### config.mk
export PLATFORM = sky130hd
export DESIGN_NAME = ring_stride_decimator_bbox_top
export DESIGN_NICKNAME = d
export VERILOG_FILES = /design/src/sv/rsd_pkg.sv /design/src/sv/rsd_divider.sv /design/src/sv/ring_stride_decimator_bbox_top.sv
export VERILOG_INCLUDE_DIRS = /design/src /design/src/sv
export SDC_FILE = /design/constraint.sdc
export NUM_CORES = 1
export LEC_CHECK = 0
export BUFFER_PORTS_ARGS = -buffer_cell sky130_fd_sc_hd__buf_2
export CAP_MARGIN = 10
export CORE_UTILIZATION = 40
export CTS_BUF_LIST = sky130_fd_sc_hd__clkbuf_8
export DETAILED_ROUTE_END_ITERATION = 12
export SLEW_MARGIN = 20
export SYNTH_ARGS = -nofsm -noshare
export SYNTH_HDL_FRONTEND = slang
export SYNTH_HIERARCHICAL = 1
export SYNTH_SLANG_ARGS = --single-unit
### constraint.sdc
create_clock -name clk -period 5.1 [get_ports clk]
set_input_delay 0.51 -clock clk [delete_from_list [all_inputs] [get_ports clk]]
set_output_delay 0.51 -clock clk [all_outputs]
set_load 0.02 [all_outputs]
### src/sv/ring_stride_decimator_bbox_top_macros.svh
// assertion macros for the ring stride decimator
// used by the top level; no other dependencies
`ifndef RING_STRIDE_DECIMATOR_BBOX_TOP_MACROS_SVH
`define RING_STRIDE_DECIMATOR_BBOX_TOP_MACROS_SVH
`ifndef SYNTHESIS
`define RSD_ASSERT_IMP(label, clk, rst_n, ante, cons) \
  label: assert property (@(posedge clk) disable iff (!rst_n) (ante) |-> (cons)) \
    else $error("rsd check failed");
`define RSD_ASSERT_NXT(label, clk, rst_n, ante, cons) \
  label: assert property (@(posedge clk) disable iff (!rst_n) (ante) |=> (cons)) \
    else $error("rsd check failed");
`else
`define RSD_ASSERT_IMP(label, clk, rst_n, ante, cons)
`define RSD_ASSERT_NXT(label, clk, rst_n, ante, cons)
`endif
`endif

### src/sv/rsd_pkg.sv
// shared constants, types and the stride ladder for the ring stride decimator
// no dependencies
package rsd_pkg;

  localparam int COUNT_BITS      = 20;
  localparam int COORD_FRAC_BITS = 23;

  localparam int TGT_W     = 11;
  localparam int KEPT_W    = 11;
  localparam int LON_W     = 32;
  localparam int LAT_W     = 31;
  localparam int CNT_FLD_W = 20;

  localparam logic [TGT_W-1:0] TGT_RESET = 11'd140;

  // divider works on count + target - 1, one bit more than the count
  localparam int DIV_W     = COUNT_BITS + 1;
  localparam int DIV_CNT_W = (DIV_W > 1) ? $clog2(DIV_W) : 1;

  // input tdata layout
  localparam int IN_CNT_LSB   = 0;
  localparam int IN_LON_LSB   = IN_CNT_LSB + CNT_FLD_W;
  localparam int IN_LAT_LSB   = IN_LON_LSB + LON_W;
  localparam int IN_VALID_BIT = IN_LAT_LSB + LAT_W;
  localparam int IN_USED_W    = IN_VALID_BIT + 1;
  localparam int IN_DATA_W    = ((IN_USED_W + 7) / 8) * 8;

  // output tdata layout
  localparam int OUT_USED_W = LON_W + LAT_W + LAT_W + LAT_W + LON_W + LON_W + 1;
  localparam int OUT_DATA_W = ((OUT_USED_W + 7) / 8) * 8;
  localparam int OUT_PAD_W  = OUT_DATA_W - OUT_USED_W;

  localparam logic ACT_BEGIN    = 1'b0;
  localparam logic ACT_POINT    = 1'b1;
  localparam logic KIND_POINT   = 1'b0;
  localparam logic KIND_SUMMARY = 1'b1;
  localparam logic STATUS_OK    = 1'b0;
  localparam logic STATUS_FEW   = 1'b1;

  localparam longint DEG90  = longint'(90) * (longint'(1) << COORD_FRAC_BITS);
  localparam longint DEG180 = longint'(180) * (longint'(1) << COORD_FRAC_BITS);

  localparam logic signed [LAT_W-1:0] NORTH_INIT = LAT_W'(-DEG90);
  localparam logic signed [LAT_W-1:0] SOUTH_INIT = LAT_W'(DEG90);
  localparam logic signed [LON_W-1:0] EAST_INIT  = LON_W'(-DEG180);
  localparam logic signed [LON_W-1:0] WEST_INIT  = LON_W'(DEG180);

  localparam int MIN_POINTS = 3;

  typedef struct packed {
    logic             start;
    logic [DIV_W-1:0] dividend;
    logic [TGT_W-1:0] divisor;
  } div_req_t;

  typedef struct packed {
    logic             busy;
    logic             done;
    logic [DIV_W-1:0] quotient;
  } div_rsp_t;

  // fixed stride ladder by point count
  function automatic logic [COUNT_BITS-1:0] ladder_stride(input logic [COUNT_BITS-1:0] n);
    logic [COUNT_BITS-1:0] s;
    if (n > 20000)      s = COUNT_BITS'(64);
    else if (n > 12000) s = COUNT_BITS'(32);
    else if (n > 6000)  s = COUNT_BITS'(16);
    else if (n > 3000)  s = COUNT_BITS'(8);
    else if (n > 1500)  s = COUNT_BITS'(4);
    else if (n > 700)   s = COUNT_BITS'(2);
    else                s = COUNT_BITS'(1);
    return s;
  endfunction

endpackage

### src/sv/rsd_divider.sv
// radix-2 restoring divider, one quotient bit per cycle
// depends on rsd_pkg
module rsd_divider (
  input  logic              clk,
  input  logic              rst_n,
  input  rsd_pkg::div_req_t req,
  output rsd_pkg::div_rsp_t rsp
);
  import rsd_pkg::*;

  logic [TGT_W-1:0]     rem_r, rem_nxt;
  logic [DIV_W-1:0]     quo_r, quo_nxt;
  logic [TGT_W-1:0]     dvs_r, dvs_nxt;
  logic [DIV_CNT_W-1:0] cnt_r, cnt_nxt;
  logic                 busy_r, busy_nxt;
  logic                 done_r, done_nxt;

  logic [TGT_W:0]   rem_sh;
  logic [TGT_W+1:0] diff;

  always_comb begin
    rem_sh   = {rem_r, quo_r[DIV_W-1]};
    diff     = {1'b0, rem_sh} - {2'b00, dvs_r};
    rem_nxt  = rem_r;
    quo_nxt  = quo_r;
    dvs_nxt  = dvs_r;
    cnt_nxt  = cnt_r;
    busy_nxt = busy_r;
    done_nxt = 1'b0;
    if (req.start) begin
      rem_nxt  = '0;
      quo_nxt  = req.dividend;
      dvs_nxt  = req.divisor;
      cnt_nxt  = '0;
      busy_nxt = 1'b1;
    end else if (busy_r) begin
      // no borrow means the shifted remainder covers the divisor
      if (!diff[TGT_W+1]) begin
        rem_nxt = diff[TGT_W-1:0];
        quo_nxt = {quo_r[DIV_W-2:0], 1'b1};
      end else begin
        rem_nxt = rem_sh[TGT_W-1:0];
        quo_nxt = {quo_r[DIV_W-2:0], 1'b0};
      end
      cnt_nxt = cnt_r + 1'b1;
      if (cnt_r == DIV_CNT_W'(DIV_W - 1)) begin
        busy_nxt = 1'b0;
        done_nxt = 1'b1;
      end
    end
  end

  always_ff @(posedge clk) begin
    if (!rst_n) begin
      busy_r <= 1'b0;
      done_r <= 1'b0;
      cnt_r  <= '0;
    end else begin
      busy_r <= busy_nxt;
      done_r <= done_nxt;
      cnt_r  <= cnt_nxt;
    end
    rem_r <= rem_nxt;
    quo_r <= quo_nxt;
    dvs_r <= dvs_nxt;
  end

  assign rsp.busy     = busy_r;
  assign rsp.done     = done_r;
  assign rsp.quotient = quo_r;

endmodule

### src/sv/ring_stride_decimator_bbox_top.sv
// ring stride decimator with bounding box: top level, sequencer and output stage
// depends on rsd_pkg, rsd_divider and ring_stride_decimator_bbox_top_macros.svh
// point transfer: result in the output register the cycle after the point is accepted
// begin transfer with count above target: input not ready while the divider computes the stride
// ring summary: pending after the final point, or after a short begin, loaded once the output register is free
// throughput: one point per cycle while the output is not stalled; input stalls while a summary is pending
// reset: synchronous active low, clears control, target to 140 and box to initial values
`include "ring_stride_decimator_bbox_top_macros.svh"
module ring_stride_decimator_bbox_top (
  input  logic                           clk,
  input  logic                           rst_n,
  // config: target_points
  input  logic                           cfg_we,
  input  logic [rsd_pkg::TGT_W-1:0]      cfg_wdata,
  // in_tdata: point_count, lon, lat, coord_valid, zero pad
  input  logic                           in_tvalid,
  output logic                           in_tready,
  input  logic [rsd_pkg::IN_DATA_W-1:0]  in_tdata,
  // in_tuser: action
  input  logic                           in_tuser,
  // out_tdata: out_lon, out_lat, north, south, east, west, status, zero pad
  output logic                           out_tvalid,
  input  logic                           out_tready,
  output logic [rsd_pkg::OUT_DATA_W-1:0] out_tdata,
  // out_tuser: kind
  output logic                           out_tuser,
  output logic                           out_tlast
);
  import rsd_pkg::*;

  localparam logic [0:0] ST_IDLE = 1'b0;
  localparam logic [0:0] ST_DIV  = 1'b1;

  logic [0:0] state_r, state_nxt;

  // configuration
  logic [TGT_W-1:0] target_r, target_nxt;
  logic [TGT_W-1:0] tgt_eff;

  // ring state
  logic [COUNT_BITS-1:0] stride_r, stride_nxt;
  logic [COUNT_BITS-1:0] idx_r, idx_nxt;
  logic [COUNT_BITS-1:0] phase_r, phase_nxt;
  logic [COUNT_BITS-1:0] len_r, len_nxt;
  logic                  ring_open_r, ring_open_nxt;
  logic [KEPT_W-1:0]     kept_r, kept_nxt;
  logic signed [LON_W-1:0] prev_lon_r, prev_lon_nxt;
  logic signed [LAT_W-1:0] prev_lat_r, prev_lat_nxt;
  logic signed [LAT_W-1:0] north_r, north_nxt;
  logic signed [LAT_W-1:0] south_r, south_nxt;
  logic signed [LON_W-1:0] east_r, east_nxt;
  logic signed [LON_W-1:0] west_r, west_nxt;

  // output stage: one result register plus a pending summary flag
  logic                    sum_pend_r, sum_pend_nxt;
  logic                    out_valid_r, out_valid_nxt;
  logic                    o_kind_r, o_kind_nxt;
  logic signed [LON_W-1:0] o_lon_r, o_lon_nxt;
  logic signed [LAT_W-1:0] o_lat_r, o_lat_nxt;
  logic signed [LAT_W-1:0] o_north_r, o_north_nxt;
  logic signed [LAT_W-1:0] o_south_r, o_south_nxt;
  logic signed [LON_W-1:0] o_east_r, o_east_nxt;
  logic signed [LON_W-1:0] o_west_r, o_west_nxt;
  logic                    o_status_r, o_status_nxt;
  logic                    o_last_r, o_last_nxt;

  // input fields
  logic [COUNT_BITS-1:0]   cnt_in;
  logic signed [LON_W-1:0] lon_in;
  logic signed [LAT_W-1:0] lat_in;
  logic                    valid_in;

  logic                  acc;
  logic                  out_free;
  logic                  final_pt;
  logic                  tried;
  logic                  dup;
  logic                  keep;
  logic [COUNT_BITS:0]   phase_inc;
  logic [COUNT_BITS:0]   idx_inc;

  div_req_t div_req;
  div_rsp_t div_rsp;

  rsd_divider u_div (
    .clk   (clk),
    .rst_n (rst_n),
    .req   (div_req),
    .rsp   (div_rsp)
  );

  assign cnt_in   = COUNT_BITS'(in_tdata[IN_CNT_LSB +: CNT_FLD_W]);
  assign lon_in   = in_tdata[IN_LON_LSB +: LON_W];
  assign lat_in   = in_tdata[IN_LAT_LSB +: LAT_W];
  assign valid_in = in_tdata[IN_VALID_BIT];

  // zero target acts as one
  assign tgt_eff = (target_r == '0) ? TGT_W'(1) : target_r;

  assign out_free  = !out_valid_r || out_tready;
  assign in_tready = (state_r == ST_IDLE) && !sum_pend_r && out_free;
  assign acc       = in_tvalid && in_tready;

  // stride test on the current point
  assign idx_inc   = {1'b0, idx_r} + 1'b1;
  assign phase_inc = {1'b0, phase_r} + 1'b1;
  assign final_pt  = idx_inc >= {1'b0, len_r};
  assign tried     = (phase_r == '0) || final_pt;
  assign dup       = (kept_r != '0) && (lon_in == prev_lon_r) && (lat_in == prev_lat_r);
  assign keep      = tried && valid_in && !dup;

  always_comb begin
    state_nxt     = state_r;
    target_nxt    = target_r;
    stride_nxt    = stride_r;
    idx_nxt       = idx_r;
    phase_nxt     = phase_r;
    len_nxt       = len_r;
    ring_open_nxt = ring_open_r;
    kept_nxt      = kept_r;
    prev_lon_nxt  = prev_lon_r;
    prev_lat_nxt  = prev_lat_r;
    north_nxt     = north_r;
    south_nxt     = south_r;
    east_nxt      = east_r;
    west_nxt      = west_r;
    sum_pend_nxt  = sum_pend_r;
    out_valid_nxt = out_valid_r && !out_tready;
    o_kind_nxt    = o_kind_r;
    o_lon_nxt     = o_lon_r;
    o_lat_nxt     = o_lat_r;
    o_north_nxt   = o_north_r;
    o_south_nxt   = o_south_r;
    o_east_nxt    = o_east_r;
    o_west_nxt    = o_west_r;
    o_status_nxt  = o_status_r;
    o_last_nxt    = o_last_r;

    div_req.start    = 1'b0;
    div_req.dividend = DIV_W'({1'b0, cnt_in} + DIV_W'(tgt_eff) - 1'b1);
    div_req.divisor  = tgt_eff;

    if (cfg_we) begin
      target_nxt = cfg_wdata;
    end

    // pending summary goes out once the result register is free
    if (sum_pend_r && out_free) begin
      sum_pend_nxt  = 1'b0;
      out_valid_nxt = 1'b1;
      o_kind_nxt    = KIND_SUMMARY;
      o_lon_nxt     = '0;
      o_lat_nxt     = '0;
      o_north_nxt   = north_r;
      o_south_nxt   = south_r;
      o_east_nxt    = east_r;
      o_west_nxt    = west_r;
      o_status_nxt  = (kept_r < KEPT_W'(MIN_POINTS)) ? STATUS_FEW : STATUS_OK;
      o_last_nxt    = 1'b1;
    end

    case (state_r)
      ST_IDLE: begin
        if (acc && in_tuser == ACT_BEGIN) begin
          // a begin abandons any open ring
          north_nxt  = NORTH_INIT;
          south_nxt  = SOUTH_INIT;
          east_nxt   = EAST_INIT;
          west_nxt   = WEST_INIT;
          kept_nxt   = '0;
          idx_nxt    = '0;
          phase_nxt  = '0;
          len_nxt    = cnt_in;
          stride_nxt = ladder_stride(cnt_in);
          if (cnt_in < COUNT_BITS'(MIN_POINTS)) begin
            // short ring: summary only, with kept count zero it reports too few
            ring_open_nxt = 1'b0;
            sum_pend_nxt  = 1'b1;
          end else begin
            ring_open_nxt = 1'b1;
            if (cnt_in > tgt_eff) begin
              div_req.start = 1'b1;
              state_nxt     = ST_DIV;
            end
          end
        end else if (acc && ring_open_r) begin
          if (keep) begin
            prev_lon_nxt = lon_in;
            prev_lat_nxt = lat_in;
            if (kept_r != '1) begin
              kept_nxt = kept_r + 1'b1;
            end
            if (lat_in > north_r) north_nxt = lat_in;
            if (lat_in < south_r) south_nxt = lat_in;
            if (lon_in > east_r)  east_nxt  = lon_in;
            if (lon_in < west_r)  west_nxt  = lon_in;
            out_valid_nxt = 1'b1;
            o_kind_nxt    = KIND_POINT;
            o_lon_nxt     = lon_in;
            o_lat_nxt     = lat_in;
            o_north_nxt   = '0;
            o_south_nxt   = '0;
            o_east_nxt    = '0;
            o_west_nxt    = '0;
            o_status_nxt  = STATUS_OK;
            o_last_nxt    = 1'b0;
          end
          if (final_pt) begin
            // summary follows from the updated box
            sum_pend_nxt  = 1'b1;
            ring_open_nxt = 1'b0;
            idx_nxt       = '0;
            phase_nxt     = '0;
          end else begin
            idx_nxt = idx_inc[COUNT_BITS-1:0];
            if (phase_inc >= {1'b0, stride_r}) begin
              phase_nxt = '0;
            end else begin
              phase_nxt = phase_inc[COUNT_BITS-1:0];
            end
          end
        end
      end
      ST_DIV: begin
        // ceil(count / target) replaces the ladder value when larger
        if (div_rsp.done) begin
          if (div_rsp.quotient > DIV_W'(stride_r)) begin
            stride_nxt = COUNT_BITS'(div_rsp.quotient);
          end
          state_nxt = ST_IDLE;
        end
      end
      default: begin
        state_nxt = ST_IDLE;
      end
    endcase
  end

  always_ff @(posedge clk) begin
    if (!rst_n) begin
      state_r     <= ST_IDLE;
      target_r    <= TGT_RESET;
      stride_r    <= COUNT_BITS'(1);
      idx_r       <= '0;
      phase_r     <= '0;
      len_r       <= '0;
      ring_open_r <= 1'b0;
      kept_r      <= '0;
      north_r     <= NORTH_INIT;
      south_r     <= SOUTH_INIT;
      east_r      <= EAST_INIT;
      west_r      <= WEST_INIT;
      sum_pend_r  <= 1'b0;
      out_valid_r <= 1'b0;
    end else begin
      state_r     <= state_nxt;
      target_r    <= target_nxt;
      stride_r    <= stride_nxt;
      idx_r       <= idx_nxt;
      phase_r     <= phase_nxt;
      len_r       <= len_nxt;
      ring_open_r <= ring_open_nxt;
      kept_r      <= kept_nxt;
      north_r     <= north_nxt;
      south_r     <= south_nxt;
      east_r      <= east_nxt;
      west_r      <= west_nxt;
      sum_pend_r  <= sum_pend_nxt;
      out_valid_r <= out_valid_nxt;
    end
    // payload, no reset
    prev_lon_r <= prev_lon_nxt;
    prev_lat_r <= prev_lat_nxt;
    o_kind_r   <= o_kind_nxt;
    o_lon_r    <= o_lon_nxt;
    o_lat_r    <= o_lat_nxt;
    o_north_r  <= o_north_nxt;
    o_south_r  <= o_south_nxt;
    o_east_r   <= o_east_nxt;
    o_west_r   <= o_west_nxt;
    o_status_r <= o_status_nxt;
    o_last_r   <= o_last_nxt;
  end

  assign out_tvalid = out_valid_r;
  assign out_tuser  = o_kind_r;
  assign out_tlast  = o_last_r;
  assign out_tdata  = {{OUT_PAD_W{1'b0}}, o_status_r, o_west_r, o_east_r,
                       o_south_r, o_north_r, o_lat_r, o_lon_r};

  // divider only reports while the sequencer waits for it
  `RSD_ASSERT_IMP(a_done_in_div, clk, rst_n, div_rsp.done, state_r == ST_DIV)
  // a divider start puts the sequencer into the wait state
  `RSD_ASSERT_NXT(a_start_to_div, clk, rst_n, div_req.start, state_r == ST_DIV && !in_tready)
  // an open ring always has a nonzero stride and a phase below it
  `RSD_ASSERT_IMP(a_phase_in_range, clk, rst_n, ring_open_r && state_r == ST_IDLE,
                  stride_r != '0 && phase_r < stride_r)
  // only summaries end a run
  `RSD_ASSERT_IMP(a_last_is_summary, clk, rst_n, out_tvalid, out_tlast == (out_tuser == KIND_SUMMARY))

endmodule
# Word-level counts from Yosys, hierarchy flattened
# Cells that the tools add are included.
dict set report word_totals {
  in_bits 105
  reg_bits 537
  output_inout_bits 196
  elab_cells 220
}
dict set report classes {
  n_mux 113
  addsub 7
  magnitude_cmp 16
  eq_ne 7
  bitwise 5
  reduce_logical 41
}
# cell n
set op_table {}
lappend op_table {{$mux W32} 23}
lappend op_table {{$mux W31} 23}
lappend op_table {{$mux W20} 10}
lappend op_table {{$mux W11} 6}
lappend op_table {{$add A20 B1 Y21 const B} 2}
lappend op_table {{$ge A21 B20 Y1} 2}
lappend op_table {{$mux W21} 2}
lappend op_table {{$mux W1} 41}
lappend op_table {{$pmux W20 S2} 1}
lappend op_table {{$eq A32 B32 Y1} 1}
lappend op_table {{$gt A32 B32 Y1} 1}
lappend op_table {{$lt A32 B32 Y1} 1}
lappend op_table {{$eq A31 B31 Y1} 1}
lappend op_table {{$gt A31 B31 Y1} 1}
lappend op_table {{$lt A31 B31 Y1} 1}
lappend op_table {{$reduce_and A4 Y1} 6}
lappend op_table {{$add A20 B11 Y21} 1}
lappend op_table {{$gt A21 B20 Y1} 1}
lappend op_table {{$sub A21 B1 Y21 const B} 1}
lappend op_table {{$gt A20 B10 Y1 const B} 1}
lappend op_table {{$gt A20 B11 Y1} 1}
lappend op_table {{$gt A20 B11 Y1 const B} 1}
lappend op_table {{$gt A20 B12 Y1 const B} 1}
lappend op_table {{$gt A20 B13 Y1 const B} 1}
lappend op_table {{29 further kinds} 59}

# Longest topological paths before layout
# Gate-level depths: netlist of run 1.
dict set report depth {
  word_depth 9
  mapped_depth 19
  mapped_depth_nobuf 17
}

# By module
# Netlist of run 1, hierarchy kept.
# mod area_each_um2 cells_per_inst instances seq_area_each_um2
set modules_own_cells {}
lappend modules_own_cells {ring_stride_decimator_bbox_top 25112.8 2877 1 10380.0}
lappend modules_own_cells {rsd_divider 2575.0 229 1 1321.3}

# Worst setup path after synthesis of run 1
# No wires, ideal clock.
dict set report synth_timing {
  path_kind {register -> register}
  from {register idx_r[2]}
  to {register prev_lat_r[0] (enable)}
  arrival_ns 4.004
  setup_time_ns 0.378
  path_buffers 4
  setup_slack_ns 0.718
  required_time_ns 4.722
  synth_period_minus_slack_ns 4.382
  path_stages_with_launch 17
  cell_sequence {dfxtp_1 -> buf_2 -> nand3_1 -> nor2_1 -> nand3_1 -> nor4_1 -> and3_1 -> and3_1 -> xor2_1 -> ha_1 -> nand3_1 -> a211oi_2 -> nor4_4 -> nor4b_4 -> buf_4 -> buf_6 -> buf_4}
}
dict set report synth_between {
  elab_chain_len 6
}
# item line_no
set synth_rtl {}
lappend synth_rtl {{from (decl)} ring_stride_decimator_bbox_top.sv:42} ;# logic [COUNT_BITS-1:0] idx_r, idx_nxt;
lappend synth_rtl {{from (signal assigned)} ring_stride_decimator_bbox_top.sv:259} ;# idx_r <= idx_nxt;
lappend synth_rtl {{$add A20 B1 Y21} ring_stride_decimator_bbox_top.sv:105} ;# assign idx_inc = {1'b0, idx_r} + 1'b1;
lappend synth_rtl {{$ge A21 B20 Y1} ring_stride_decimator_bbox_top.sv:107} ;# assign final_pt = idx_inc >= {1'b0, len_r};
lappend synth_rtl {{$logic_or A1 B1 Y1} ring_stride_decimator_bbox_top.sv:108} ;# assign tried = (phase_r == '0) || final_pt;
lappend synth_rtl {{$logic_and A1 B1 Y1 (2 in series)} ring_stride_decimator_bbox_top.sv:110} ;# assign keep = tried && valid_in && !dup;
lappend synth_rtl {{$reduce_and A4 Y1 (no source line)} -}
lappend synth_rtl {{to (signal assigned)} ring_stride_decimator_bbox_top.sv:273} ;# prev_lat_r <= prev_lat_nxt;
lappend synth_rtl {{to (decl)} ring_stride_decimator_bbox_top.sv:48} ;# logic signed [LAT_W-1:0] prev_lat_r, prev_lat_nxt;
# No other way between the ends.
# A chain may end at the register's enable or synchronous reset.

# Worst setup path in the final report of run 1
dict set report layout_timing {
  from {register idx_r[0]}
  to {register west_r[3]}
}
dict set report layout_between {
  elab_chain_len 7
}
# item line_no
set layout_rtl {}
lappend layout_rtl {{$add A20 B1 Y21} ring_stride_decimator_bbox_top.sv:105}
lappend layout_rtl {{$ge A21 B20 Y1} ring_stride_decimator_bbox_top.sv:107}
lappend layout_rtl {{$logic_or A1 B1 Y1} ring_stride_decimator_bbox_top.sv:108}
lappend layout_rtl {{$logic_and A1 B1 Y1 (2 in series)} ring_stride_decimator_bbox_top.sv:110}
lappend layout_rtl {{$reduce_bool A2 Y1 (no source line)} -}
lappend layout_rtl {{$reduce_and A4 Y1 (no source line)} -}
lappend layout_rtl {{to (signal assigned)} ring_stride_decimator_bbox_top.sv:267} ;# west_r <= west_nxt;
lappend layout_rtl {{to (decl)} ring_stride_decimator_bbox_top.sv:52} ;# logic signed [LON_W-1:0] west_r, west_nxt;
# No other way between the ends.

==> key figures, run 1 <==
Global route
  • Met2 Resource Use GR: approximately a third
  • Grt met1 use: between 20% and 30%
  • Total grt overflow: 0
  • Met3 GRT Util: around 4%
  • Initial antenna violation count: 2
  • Vias in the first global route: 21.2k
  • Most used routing layer: met2
  • Largest net degree at the start of global routing: 87
  • Total GRT Usage: a little over a fifth
  • First-pass GRT wire length: between 100,000 and 150,000 µm

Die
  • # IOs: between 300 and 400
  • Die width: 265 µm
  • Chip height: about 270 µm
  • Die area: between 70,000 and 80,000 µm²
  • Rows: 96
  • Initial Util: 40.4%
  • Placeable core area: 68,600 µm²

Pwr
  • IR drop worst, VDD: 0.000189 V
  • Switch share: roughly a third
  • Combinational power share: between 20% and 30%
  • Seq pwr share: a little over two fifths
  • Lkg Pwr: 13.3 nW
  • Clock power share: 35.6%
  • PD cells: 355 nW/µm²
  • Int Pwr: slightly below 8 mW
  • Switching Power: around 3.6 mW

CTS
  • CTS sink count: between 500 and 600
  • Clk_lat worst skew: ~0.7 ns
  • CTS Buf Count: 97
  • Clk pin slew, worst setup/hold paths: about 0.06 ns
  • CTS Buffer Depth: 3
  • CTS tree: built
  • Post-CTS Setup Bufs: 0
  • Depth of the CTS H-tree: 3
  • CTS Root Cell: clkbuf_8

Detailed routing
  • DR pass1 iterations: 5
  • DR vias/cell: ~5.2
  • Iter 0 DRT Violations: 1,242
  • Residual DRC: 0
  • Remaining antenna violation count after routing: 0
  • Final WL: around 77,000 µm
  • Via count: 22.7k
  • Wire length per cell: 17.7 µm

Cells and area
  • NumNets Final: roughly 3.7k
  • Area Growth Syn to Fin: 14.9%
  • Layout cells sized above 1: approximately 16%
  • Final instance area: roughly 32,000 µm²

Worst hold path
  • Hold Path Class: input pin to flip-flop
  • WHS Path Cells: 3

Timing
  • Final slew viol count: 0
  • Peak Freq: about 0.21 GHz
  • Tcrit/Tclk final: between 90% and 100%
  • Final hold violation count: 0
  • Total Neg Setup Slack: 0 ns
  • Clock Skew: about 0.043 ns
  • RSZ-0062 raised after global routing: no
  • Max-slew headroom: a little over a third
  • Slew @ Worst Pin: roughly 0.96 ns
  • Final setup viols: 0
  • Tmin final: 4.67 ns

Critical path
  • Worst stage delay on the critical path: ~0.50 ns
  • Crit path kind: flip-flop to flip-flop
  • Worst reg2reg path depth: 16
  • CP max FO: 26
  • Worst path slowest cell: a211oi_2
  • Crit. End Element: flip-flop
  • Worst Setup Start Kind: flip-flop
  • Worst Path Arrival: roughly 5.3 ns
  • Critical Path, Cell by Cell: ha_1, nand3_4, nor3_4, nand3_1, xnor2_1, ha_1, nand4_1, nor4_1, a211oi_1, a211oi_2, nor4_4, nor3_4, buf_4, and3_1, buf_4, a22o_1
  • Required time of the critical path: 5.73 ns

Placement
  • Placer Congestion: a little under 0.9
  • Area after DPL: 29,900 µm²
  • Hpwl dp: 54,400 µm
  • IO buf count: ~290

Yosys
  • Syn Inst Count: slightly above 3k
  • Yosys synthesis warning count: 6
  • Mapped Avg Cell Area: between 8 and 9 µm²
  • Mapped Area: about 28,000 µm²

Outcome
  • Status: finished, final reports clean

Job
  • Max-cap violation count: 0
## state kept, by name (all words and copies together), names as in the netlist, 32 cells and up
name and flops:
o_west_r 32, prev_lon_r 32, west_r 32, o_lon_r 32, east_r 32, o_east_r 32
## metrics by stage
step                      hold slack, ns  cells  total power, mW  utilization, %  setup slack (ns)
after floorplan                    0.431   3106             6.57               -             0.718
after global placement             0.439   4196             7.33            43.6             0.515
after detailed placement           0.444   4196             7.36            43.6             0.448
after CTS                        0.00157   4369             11.4            46.4             0.435
after global routing              0.0537   4371             11.9            46.4            0.0140
final                             0.0717   4371             11.3            46.4             0.428
## cell usage in the layout (no fill, tap or decap), types with 35 or more instances in the layout
master / n
nand2_1: 567
dfxtp_1: 442
inv_1: 300
buf_2: 294
ha_1: 254
a21oi_1: 243
nor2_1: 122
o21ai_0: 122
clkbuf_8: 109
edfxtp_1: 95
xnor2_1: 92
nand3_1: 65
nand4_1: 65
a22o_1: 50
a32o_1: 50
mux2_2: 35
## worst paths after layout
kind                         start                        to  slack [ns]
min                   cfg_wdata[8]  target_r[8]$_SDFFE_PN0P_        0.07
max          idx_r[0]$_SDFFE_PN0P_    west_r[3]$_SDFFE_PN0P_        0.43
min reg2reg    o_west_r[9]$_DFF_P_       o_west_r[9]$_DFF_P_        0.45
max reg2reg  idx_r[0]$_SDFFE_PN0P_    west_r[3]$_SDFFE_PN0P_        0.43
## power groups by stage
| stage | Clock (mW) | Combinational, mW | Sequential, mW |
|---|---|---|---|
| 6_report | 4.01 | 2.34 | 4.94 |
| 5_1_grt | 4.32 | 2.59 | 4.98 |
| 4_1_cts | 4.14 | 2.34 | 4.94 |
| 3_5_place_dp | 0 | 2.33 | 5.02 |
| 3_3_place_gp | 0 | 2.32 | 5.02 |
| 2_1_floorplan | 0 | 1.30 | 5.27 |
## what timing repair did
item	4_1_cts	5_1_grt
hold buffers	1	0
endpoints found under the setup margin	0	12
resized for setup	0	1
hold endpoints to repair	1	0
## worst max-delay path, delay by kind of cell (launching register included)
kind | cells | cell delay, ns
buf+inv | 2 | 0.58
xor+xnor | 1 | 0.19
fa+ha+maj | 2 | 0.61
compound gates | 3 | 0.79
simple gates | 8 | 1.97
flops | 1 | 0.44
## layout make-up
cell class | instances | area, µm²
antenna | 2 | 5.00
fill | 6706 | 36800
inverter | 268 | 1010
tap | 931 | 1160
sequential | 537 | 11700
clock buffer | 109 | 1500
multi-input combinational | 2130 | 14200
timing repair buffer | 331 | 1860
clock inverter | 63 | 393
## layer usage
metal  share of wire, %  vias up  wire length, µm
li1                   -    11400                -
met1                 48    10800            36700
met2                 45      457            34800
met3                5.1      121             3960
met4                2.3        2             1760
met5              0.016        -               12
Power figures use the tool's default switching activity.
==> run 2, diff against run 1 <==
--- a/config.mk
+++ b/config.mk
@@ -8,9 +8,10 @@
 export LEC_CHECK = 0
 export BUFFER_PORTS_ARGS = -buffer_cell sky130_fd_sc_hd__buf_2
 export CAP_MARGIN = 10
-export CORE_UTILIZATION = 40
+export CORE_UTILIZATION = 52
 export CTS_BUF_LIST = sky130_fd_sc_hd__clkbuf_8
 export DETAILED_ROUTE_END_ITERATION = 12
+export PLACE_DENSITY = 0.72
 export SLEW_MARGIN = 20
 export SYNTH_ARGS = -nofsm -noshare
 export SYNTH_HDL_FRONTEND = slang
==> run 2 against run 1 <==
Effect of this change:
- utilization up 14 points
- design area down 0.74%
- flip-flop and latch count is the same
- maximum frequency rose by 2.0%
- total power increased by 1.3%
- routed wire length is 0.57% lower
- critical path type unchanged
==> key figures, run 2 (synthesized netlist as in run 1, its figures left out) <==
CTS
  • Depth of the CTS H-tree: 3 (unchanged)
  • CTS Root Cell: clkbuf_8 (unchanged)
  • CTS tree: built (unchanged)
  • CTS Buf Count: 91 (was 97)
  • Clk pin slew, worst setup/hold paths: 0.06 ns (about the same)
  • Clk_lat worst skew: 0.69 ns (was 0.70 ns)
  • Post-cts resize count: 0 (unchanged)
  • CTS sink count: 537 (unchanged)
  • CTS Buffer Depth: 3 (unchanged)

Detailed routing
  • Iter 0 DRT Violations: 1,662 (was 1,242)
  • Final WL: 76,800 µm (was 77,200 µm)
  • Wire length per cell: 18.6 µm (was 17.7 µm)
  • Via count: 23.7k (was 22.7k)
  • DR vias/cell: 5.76 (was 5.20)
  • Residual DRC: 0 (unchanged)
  • Remaining antenna violation count after routing: 0 (unchanged)
  • DR pass1 iterations: 5 (unchanged)

Critical path
  • Worst Path Arrival: 5.21 ns (was 5.30 ns)
  • Setup crit start: phase_r[0]$_SDFFE_PN0P_ (was idx_r[0]$_SDFFE_PN0P_)
  • Crit path capture: phase_r[5]$_SDFFE_PN0P_ (was west_r[3]$_SDFFE_PN0P_)
  • Reg2reg start: phase_r[0]$_SDFFE_PN0P_ (was idx_r[0]$_SDFFE_PN0P_)
  • CP max FO: 11 (was 26)
  • FF-to-FF setup slack: 0.52 ns (was 0.43 ns)
  • Worst reg2reg path depth: 15 (was 16)
  • Crit. End Element: flip-flop (unchanged)
  • Crit path kind: flip-flop to flip-flop (unchanged)
  • Worst Setup Start Kind: flip-flop (unchanged)
  • Crit Reg-Reg Endpoint: phase_r[5]$_SDFFE_PN0P_ (was west_r[3]$_SDFFE_PN0P_)
  • Required time of the critical path: 5.73 ns (about the same)

Global route
  • Initial antenna violation count: 2 (unchanged)
  • First-pass GRT wire length: 120,000 µm (about the same)
  • Total GRT Usage: 27.7% (was 21.5%)
  • Vias in the first global route: 22.7k (was 21.2k)
  • Largest net degree at the start of global routing: 95 (was 87)
  • Total grt overflow: 0 (unchanged)

Die
  • Chip height: 233 µm (was 265 µm)
  • Rows: 84 (was 96)
  • Die width: 233 µm (was 265 µm)
  • Die area: 54,200 µm² (was 70,300 µm²)
  • Placeable core area: 52,600 µm² (was 68,600 µm²)
  • # IOs: 301 (unchanged)
  • Initial Util: 52.7% (was 40.4%)

Placement
  • Placer Congestion: 0.932 (was 0.868)
  • Hpwl dp: 54,300 µm (was 54,400 µm)
  • IO buf count: 294 (unchanged)
  • Area after DPL: 29,600 µm² (was 29,900 µm²)
  • Placed cell count: 3,951 (was 4,196)

Cells and area
  • Layout cells sized above 1: 15.8% (was 15.5%)
  • Area Growth Syn to Fin: 14.0% (was 14.9%)
  • Post-route insts no fill: 4,122 (was 4,371)
  • Commonest non-fill, non-tap cell in the layout: nand2_1 (unchanged)
  • Final instance area: 31,600 µm² (was 31,800 µm²)
  • NumNets Final: 3,719 (was 3,726)
  • Leading cell types in the layout, fill and taps excluded: nand2_1 (567), dfxtp_1 (442), buf_2 (294), inv_1 (285), ha_1 (254) (was nand2_1 (567), dfxtp_1 (442), inv_1 (300), buf_2 (294), ha_1 (254))

Timing
  • Total Neg Setup Slack: 0 ns (unchanged)
  • Clock Skew: 0.0326 ns (was 0.0430 ns)
  • Final setup viols: 0 (unchanged)
  • Max-slew headroom: 29.3% (was 36.2%)
  • Slew @ Worst Pin: 1.06 ns (was 0.958 ns)
  • RSZ-0062 raised after global routing: no (unchanged)
  • Final slew viol count: 0 (unchanged)
  • Peak Freq: 0.218 GHz (was 0.214 GHz)
  • Tmin final: 4.58 ns (was 4.67 ns)
  • Final hold violation count: 0 (unchanged)
  • Tcrit/Tclk final: 89.8% (was 91.6%)
  • Hold Worst Slack: 0.0554 ns (was 0.0717 ns)

Pwr
  • PD cells: 362 nW/µm² (was 355 nW/µm²)
  • Lkg Pwr: 13.3 nW (about the same)
  • IR drop worst, VDD: 0.000291 V (was 0.000189 V)

Job
  • Max-cap violation count: 0 (unchanged)

Outcome
  • Status: finished, final reports clean (unchanged)

Worst hold path
  • Hold Path Class: input pin to flip-flop (unchanged)
==> run 2: cell count changes in the layout (fill, tap and decap cells not counted), sizes merged <==
cell	change
nand4	+1
clkinvlp	-1
buf	-1
bufinv	+2
clkbuf	+3
inv	-11
clkinv	+1
diode	+1
dlygate4sd3	-1
==> run 2: routing by layer <==
metal | up-vias | share of wire, % | track usage [%]
met5 | - | 0 | 0
met4 | 0 | 2.8 | 11.1
met3 | 145 | 5.9 | 3.74
met2 | 751 | 48 | 46.1
met1 | 11500 | 44 | 36.2
li1 | 11400 | - | -
==> run 2: worst min path at each step <==
stage,from,endpoint,depth (start not counted)
after global routing,cfg_wdata[10],target_r[10]$_SDFFE_PN0P_,3
after global placement,o_lat_r[20]$_DFF_P_,o_lat_r[20]$_DFF_P_,2
after CTS,cfg_wdata[2],target_r[2]$_SDFFE_PN1P_,3
after floorplan,east_r[25]$_SDFFE_PN1P_,o_east_r[25]$_DFF_P_,2
after detailed placement,east_r[31]$_SDFFE_PN1P_,o_east_r[31]$_DFF_P_,2
final,cfg_wdata[2],target_r[2]$_SDFFE_PN1P_,3
==> run 2: through the flow <==
stage / power [mW] / worst slack (ns) / util [%]
3_5_place_dp: 7.33 / 0.583 / 56.3
4_1_cts: 11.5 / 0.535 / 60.0
5_1_grt: 12.0 / 0.111 / 60.1
2_1_floorplan: 6.57 / 0.718 / -
6_report: 11.4 / 0.522 / 60.1
3_3_place_gp: 7.24 / 0.690 / 56.3
==> run 2: what timing repair did <==
action	CTS	global route
hold buffers	0	0
buffers inserted	0	0
setup endpoints to repair	0	11
==> run 2: worst max-delay path: stages, from the launching register on <==
cell and delay (ns):
dfxtp_1 0.42, ha_1 0.27, nand2_1 0.06, or2_2 0.37
nor2_1 0.22, nand3_1 0.12, xnor2_1 0.23, ha_1 0.30
a21oi_1 0.18, o21ai_0 0.14, a2111oi_0 0.56, a21oi_1 0.20
o31ai_1 0.46, nand4_1 0.48, o21ai_0 0.35, a21o_1 0.15
==> run 2: layout make-up <==
cell class | count | area [µm²]
tap | 688 | 861
inverter | 268 | 1010
antenna | 3 | 7.51
timing repair buffer | 329 | 1840
fill | 4620 | 21000
clock buffer | 112 | 1540
clock inverter | 54 | 428
sequential | 537 | 11700
multi-input combinational | 2131 | 14200
==> run 2: power breakdown <==
part	total [mW]	switching [mW]	internal, mW
Sequential	4.94	0.235	4.71
Combinational	2.34	1.49	0.854
Clock	4.15	1.84	2.31
Total	11.4	3.57	7.87
